### src/rtl/xcrd_pkg.sv
// ----------------------------------------------------------------------------
// xcrd_pkg
// Shared constants and types of the XOR-checked response deframer.
// ----------------------------------------------------------------------------
package xcrd_pkg;

  // Widths of the byte stream, the length field and the result status
  localparam int unsigned ByteW   = 8;
  localparam int unsigned LenW    = 16;
  localparam int unsigned StatusW = 3;

  // Length values that do not fit in this many bits are flagged too long
  localparam int unsigned     LengthBits = 16;
  localparam logic [LenW:0]   LenLimit   = (LenW + 1)'((1 << LengthBits) - 1);

  // Frame headers as seen through the four-byte window, oldest byte on top
  localparam logic [4*ByteW-1:0] HeadA = 32'hEAFF_5AA5;
  localparam logic [4*ByteW-1:0] HeadB = 32'hFFEA_5AA5;
  localparam logic [ByteW-1:0]   HeadXor = 8'hEA ^ 8'hFF ^ 8'h5A ^ 8'hA5;

  // First body byte, or check byte of an empty body, that rejects a frame of the second header kind
  localparam logic [ByteW-1:0] RejectByte = 8'h84;

  // Reset value of the max_length register
  localparam logic [LenW-1:0] MaxLengthReset = 16'd121;

  // Status carried by every result word
  typedef enum logic [StatusW-1:0] {
    StBody   = 3'd0,
    StGood   = 3'd1,
    StBad    = 3'd2,
    StLong   = 3'd3,
    StReject = 3'd4
  } status_e;

endpackage

### src/rtl/xor_checked_response_deframer_unit.sv
// ----------------------------------------------------------------------------
// xor_checked_response_deframer_unit
// Hunts a byte stream for a framed response, checks its XOR and emits the body.
// ----------------------------------------------------------------------------
//  channel | direction | handshake                 | payload
//  --------+-----------+---------------------------+------------------------------
//  in      | sink      | in_valid_i / in_stall_o   | rx_byte_i
//  out     | source    | out_valid_o / out_stall_i | body_byte_o, body_index_o,
//          |           |                           | header_kind_o, frame_last_o,
//          |           |                           | frame_status_o
//  cfg     | sink      | cfg_valid_i / cfg_ready_o | cfg_data_i (max_length)
//
//  One byte is taken every cycle while in_stall_o is low; its result word, if any, appears in the
//  output register on the following cycle.
//  The frame state and the output register are the only sequential stages.
//  in_stall_o is raised only while a result word waits and out_stall_i is high.
//  rst_ni clears the frame state to hunting and sets max_length to 121.
// ----------------------------------------------------------------------------
module xor_checked_response_deframer_unit (
  input  logic                                clk_i,
  input  logic                                rst_ni,
  input  logic                                in_valid_i,
  output logic                                in_stall_o,
  input  logic [xcrd_pkg::ByteW-1:0]          rx_byte_i,
  output logic                                out_valid_o,
  input  logic                                out_stall_i,
  output logic [xcrd_pkg::ByteW-1:0]          body_byte_o,
  output logic [xcrd_pkg::LenW-1:0]           body_index_o,
  output logic                                header_kind_o,
  output logic                                frame_last_o,
  output xcrd_pkg::status_e                   frame_status_o,
  input  logic                                cfg_valid_i,
  output logic                                cfg_ready_o,
  input  logic [xcrd_pkg::LenW-1:0]           cfg_data_i
);
  import xcrd_pkg::*;

  typedef enum logic [4:0] {
    PhHunt  = 5'b00001,
    PhLenHi = 5'b00010,
    PhLenLo = 5'b00100,
    PhBody  = 5'b01000,
    PhCheck = 5'b10000
  } phase_e;

  phase_e              phase_q, phase_d;
  logic [4*ByteW-1:0]  window_q, window_d;
  logic [LenW-1:0]     len_q, len_d;
  logic [LenW-1:0]     count_q, count_d;
  logic [ByteW-1:0]    xor_q, xor_d;
  logic                variant_q, variant_d;
  logic [LenW-1:0]     max_len_q;

  logic                in_take;
  logic                res_valid;
  logic [ByteW-1:0]    res_byte;
  logic [LenW-1:0]     res_index;
  logic                res_last;
  status_e             res_status;
  logic [LenW-1:0]     len_full;
  logic [LenW-1:0]     count_inc;
  logic [4*ByteW-1:0]  window_shift;

  logic                out_valid_q;
  logic [ByteW-1:0]    out_byte_q;
  logic [LenW-1:0]     out_index_q;
  logic                out_kind_q;
  logic                out_last_q;
  status_e             out_status_q;

  // Stall the input only while a waiting word is held back
  assign in_stall_o  = out_valid_q & out_stall_i;
  assign in_take     = in_valid_i & ~in_stall_o;
  assign cfg_ready_o = 1'b1;

  assign len_full     = {len_q[LenW-1:ByteW], rx_byte_i};
  assign count_inc    = count_q + LenW'(1);
  assign window_shift = {window_q[3*ByteW-1:0], rx_byte_i};

  // Advance the frame state for one byte and form its result word
  always_comb begin
    phase_d    = phase_q;
    window_d   = window_q;
    len_d      = len_q;
    count_d    = count_q;
    xor_d      = xor_q;
    variant_d  = variant_q;
    res_valid  = 1'b0;
    res_byte   = '0;
    res_index  = '0;
    res_last   = 1'b0;
    res_status = StBody;
    case (phase_q)
      PhLenHi: begin
        len_d   = {rx_byte_i, {(LenW-ByteW){1'b0}}};
        xor_d   = xor_q ^ rx_byte_i;
        phase_d = PhLenLo;
      end
      PhLenLo: begin
        xor_d = xor_q ^ rx_byte_i;
        if ((len_full > max_len_q) || ({1'b0, len_full} > LenLimit)) begin
          res_valid  = 1'b1;
          res_index  = len_full;
          res_last   = 1'b1;
          res_status = StLong;
          phase_d    = PhHunt;
          window_d   = '0;
          len_d      = '0;
          count_d    = '0;
          xor_d      = '0;
        end else begin
          len_d   = len_full;
          count_d = '0;
          phase_d = (len_full == '0) ? PhCheck : PhBody;
        end
      end
      PhBody: begin
        res_valid = 1'b1;
        res_byte  = rx_byte_i;
        if ((count_q == '0) && variant_q && (rx_byte_i == RejectByte)) begin
          res_last   = 1'b1;
          res_status = StReject;
          phase_d    = PhHunt;
          window_d   = '0;
          len_d      = '0;
          count_d    = '0;
          xor_d      = '0;
        end else begin
          res_index = count_q;
          xor_d     = xor_q ^ rx_byte_i;
          count_d   = count_inc;
          if (count_inc == len_q) begin
            phase_d = PhCheck;
          end
        end
      end
      PhCheck: begin
        res_valid = 1'b1;
        res_byte  = rx_byte_i;
        res_last  = 1'b1;
        if ((len_q == '0) && variant_q && (rx_byte_i == RejectByte)) begin
          res_status = StReject;
        end else begin
          res_index  = len_q;
          res_status = (rx_byte_i == xor_q) ? StGood : StBad;
        end
        phase_d  = PhHunt;
        window_d = '0;
        len_d    = '0;
        count_d  = '0;
        xor_d    = '0;
      end
      default: begin
        window_d = window_shift;
        if ((window_shift == HeadA) || (window_shift == HeadB)) begin
          variant_d = (window_shift == HeadB);
          xor_d     = HeadXor;
          len_d     = '0;
          count_d   = '0;
          phase_d   = PhLenHi;
        end else begin
          phase_d = PhHunt;
        end
      end
    endcase
  end

  // Hold the frame state, advance it on each accepted byte
  always_ff @(posedge clk_i or negedge rst_ni) begin
    if (!rst_ni) begin
      phase_q   <= PhHunt;
      window_q  <= '0;
      len_q     <= '0;
      count_q   <= '0;
      xor_q     <= '0;
      variant_q <= 1'b0;
    end else if (in_take) begin
      phase_q   <= phase_d;
      window_q  <= window_d;
      len_q     <= len_d;
      count_q   <= count_d;
      xor_q     <= xor_d;
      variant_q <= variant_d;
    end
  end

  // Write the length limit register
  always_ff @(posedge clk_i or negedge rst_ni) begin
    if (!rst_ni) begin
      max_len_q <= MaxLengthReset;
    end else if (cfg_valid_i && cfg_ready_o) begin
      max_len_q <= cfg_data_i;
    end
  end

  // Output register: load a new word, drop the old one once taken
  always_ff @(posedge clk_i or negedge rst_ni) begin
    if (!rst_ni) begin
      out_valid_q <= 1'b0;
    end else if (in_take) begin
      out_valid_q <= res_valid;
    end else if (!out_stall_i) begin
      out_valid_q <= 1'b0;
    end
  end

  always_ff @(posedge clk_i) begin
    if (in_take && res_valid) begin
      out_byte_q   <= res_byte;
      out_index_q  <= res_index;
      out_kind_q   <= variant_q;
      out_last_q   <= res_last;
      out_status_q <= res_status;
    end
  end

  assign out_valid_o    = out_valid_q;
  assign body_byte_o    = out_byte_q;
  assign body_index_o   = out_index_q;
  assign header_kind_o  = out_kind_q;
  assign frame_last_o   = out_last_q;
  assign frame_status_o = out_status_q;

endmodule

### config.mk
export PLATFORM = sky130hd
export DESIGN_NAME = xor_checked_response_deframer_unit
export DESIGN_NICKNAME = d
export VERILOG_FILES = /design/src/rtl/xcrd_pkg.sv /design/src/rtl/xor_checked_response_deframer_unit.sv
export SDC_FILE = /design/constraint.sdc
export NUM_CORES = 1
export LEC_CHECK = 0
export BUFFER_PORTS_ARGS = -buffer_cell sky130_fd_sc_hd__buf_2
export CAP_MARGIN = 20
export CORE_UTILIZATION = 23
export DETAILED_ROUTE_END_ITERATION = 8
export HOLD_SLACK_MARGIN = 0.05
export PLACE_DENSITY = 0.43
export SLEW_MARGIN = 20
export SYNTH_ARGS = -nofsm -noshare
export SYNTH_HDL_FRONTEND = slang
export SYNTH_SLANG_ARGS = --single-unit
export TNS_END_PERCENT = 20
### constraint.sdc
create_clock -name clk_i -period 3.35 [get_ports clk_i]
set_input_delay 0.5025 -clock clk_i [delete_from_list [all_inputs] [get_ports clk_i]]
set_output_delay 0.5025 -clock clk_i [all_outputs]
set_load 0.05 [all_outputs]
==> reports/summary.txt <==
Final min period -> 3.08 ns
max incr delay on CP -> 0.78 ns
CTS clock-pin slew for the worst setup and hold paths -> 0.07 ns
WS Path Type -> flip-flop to flip-flop
crit-path cells -> ha_1 > nand4_1 > nor4_2 > a21boi_1 > o31a_1 > nor2b_1 > a21oi_1 > nor2_4
DR pass1 iterations -> 7
vias in the first global route -> 5047
Crit Path Max Fanout -> 29
mux share of post-synthesis cell area -> 0.358%
total number of H-tree levels -> 4
Fillers -> 2850
syn avg cell area -> 9.89 um2
RePlAce Congestion -> 0.769
Num Clock Sinks -> 116
number of post-CTS setup repair buffers -> 0
first-pass GRT wire length -> 29500 um
Distinct cells, synth -> 71
residual DRC count -> 0
main flop type after synthesis -> dfrtp_1
pins over their slew limit -> 0
detailed-route wire length -> 18500 um
Synth warnings -> 0
Synth async-reset ratio -> 75.0%
fmax -> 0.325 GHz
Static Leak -> 0.00344 uW
post-synth top area share -> 32.2%
fin crit share -> 91.8%
GR Util All Layers -> 13.7%
r2r worst-path depth -> 8
most frequent cell after synthesis -> nand2_1
DR vias -> 5049
register-to-register setup slack -> 0.27 ns
Area Overhead vs Synth -> 21.7%
sequential area share after synthesis -> 48.5%
Total Power -> 3790 uW
Req. time, crit path -> 3.38 ns
CP startpoint kind -> flip-flop
Fin. Hold Viols -> 0
Cells after Synth -> 637
row count -> 60
crit path capture type -> flip-flop
largest family of logic cells by synthesized area -> simple AND/OR/NAND/NOR gates
Synth Area in XOR/XNOR -> 3.89%
power density cells -> 494 nW/um2
most frequent cells after synthesis -> nand2_1, dfrtp_1, o21ai_0
Nets -> 756
utilization after layout -> 28.5%
status -> finished, final reports clean
reg2reg end -> body_index_o[15]$_DFFE_PP_
Mapped Nets -> 684
area leader, netlist -> dfrtp_1
Via density -> 4.75
critical path's slowest cell -> nor2_4
area share of and/or/nand/nor cells after synthesis -> 19.4%
Worst-Skew Late Latency -> 0.43 ns
full die area -> 28100 um2
Num CTS Buffers -> 17
Longest Clk Path Bufs -> 2
grt ovf -> 0
post-synthesis cell area -> 6300 um2
Synth area leaders -> dfrtp_1, edfxtp_1, nand2_1, a22o_1, ha_1
starting density of the core -> 23.4%
Ports -> 61
core area -> 26900 um2
Die Span Y -> 167 um
largest net degree at the start of global routing -> 47
diode count -> 0
number of synthesized flops with an enable pin -> 29
max cap viols -> 0
CTS tree -> built
synthesized flop and latch total -> 116
initial drt markers -> 411
CTS resizes -> 0
Detail Placement HPWL -> 12900 um
Peak VDD IR -> 0.292 mV
initial antenna violation count -> 0
Die X -> 167 um
final setup vio count -> 0
Detail Route Antenna Nets -> 0
I/O Buffers -> 59
complex-gate fraction of the synthesized area -> 18.4%
Hold-fix buffers, CTS -> 0
adder-cell share of the synthesized area -> 3.58%
Reg2Reg Launch Point -> len_q[15]$_DFFE_PN0P_
wire per inst -> 17.4 um
worst hold path type -> primary input to async pin
layout cells sized above 1 -> 22.2%
WP data arrival -> 3.11 ns
Least-Margin Pin Slew -> 1.02 ns
skew final -> 0.0194 ns
Slew headroom -> 31.7%
root buffer cell -> clkbuf_16
-- flip-flops by register name (all words and copies together), names as in the netlist --
| signal | flops |
|---|---|
| body_byte_o | 8 |
| body_index_o | 16 |
| count_q | 16 |
| frame_last_o | 1 |
| frame_status_o | 3 |
| header_kind_o | 1 |
| len_q | 16 |
| max_len_q | 16 |
| out_valid_o | 1 |
| phase_q | 5 |
| variant_q | 1 |
| window_q | 24 |
| xor_q | 8 |
-- stage by stage --
step | setup WS (ns) | cell area [um2] | std cells | hold slack [ns] | setup TNS (ns)
global route | -0.00309 | 7660 | 1063 | 0.139 | -0.0209
CTS | 0.183 | 7660 | 1063 | 0.119 | 0
global placement | 0.209 | 7080 | 1031 | 0.479 | 0
detailed placement | 0.142 | 7080 | 1031 | 0.479 | 0
floorplan | 0.156 | 6300 | 637 | 0.207 | 0
finish | 0.275 | 7660 | 1063 | 0.0947 | 0
-- metal layers --
metal | share of wire, % | track usage [%] | vias up
met5 | 0 | 0 | -
met4 | 0.51 | 2.63 | 0
met3 | 4.1 | 3.14 | 9
met2 | 47 | 21.8 | 113
met1 | 48 | 18.9 | 2477
li1 | - | - | 2450
-- worst max path at each step --
stage                              endpoint  slack (ns)                       from
3_5_place_dp      body_index_o[6]$_DFFE_PP_        0.14               rx_byte_i[7]
4_1_cts              frame_last_o$_DFFE_PP_        0.18      len_q[15]$_DFFE_PN0P_
2_1_floorplan  body_byte_o[0]$_SDFFCE_PN0P_        0.16      len_q[15]$_DFFE_PN0P_
3_3_place_gp      body_index_o[6]$_DFFE_PP_        0.21               rx_byte_i[7]
5_1_grt          body_index_o[11]$_DFFE_PP_      -0.003  max_len_q[13]$_DFFE_PN0P_
6_report         body_index_o[15]$_DFFE_PP_        0.27      len_q[15]$_DFFE_PN0P_
-- logic make-up (layout without fill, tap and decap cells) --
group                      after synthesis  after routing
buffers and inverters                   75            160
DFF                                    116            116
other                                    1              1
muxes                                    2              2
and+or+nand+nor                        236            236
AOI/OAI and AO/OA                      161            161
xor gates and xnor gates                28             28
adders and majority gates               18             18
-- cell type report --
class	count	area [um2]	area share (%)
Sequential cell	116	3060	39.9
Clock inverter	14	129	1.68
Timing Repair Buffer	97	596	7.77
Inverter	31	116	1.52
Multi-Input combinational cell	446	2890	37.7
Clock buffer	18	450	5.88
Tap cell	341	427	5.57
-- layout by cell type (no fill, tap or decap), drive strengths merged, types with 14 or more instances in the layout --
master	instances
inv	43
nand3	14
buf	97
nand4	14
dfrtp	81
xnor2	22
o21ai	63
clkbuf	18
a22o	29
nand2	93
nor2	35
edfxtp	29
ha	18
a21oi	15
nor4	21
-- worst max-delay path, delay by kind of cell (launching register included) --
family	cells	cell delay, ns
and+or+nand+nor	4	1.52
AOI/OAI and AO/OA	3	0.47
DFF	1	0.38
adders and majority gates	1	0.31
-- power breakdown --
| group | internal, uW | switching, uW |
|---|---|---|
| sequential | 1530 | 99.7 |
| combinational | 151 | 198 |
| clock | 1030 | 780 |
Power figures use the tool's default switching activity.
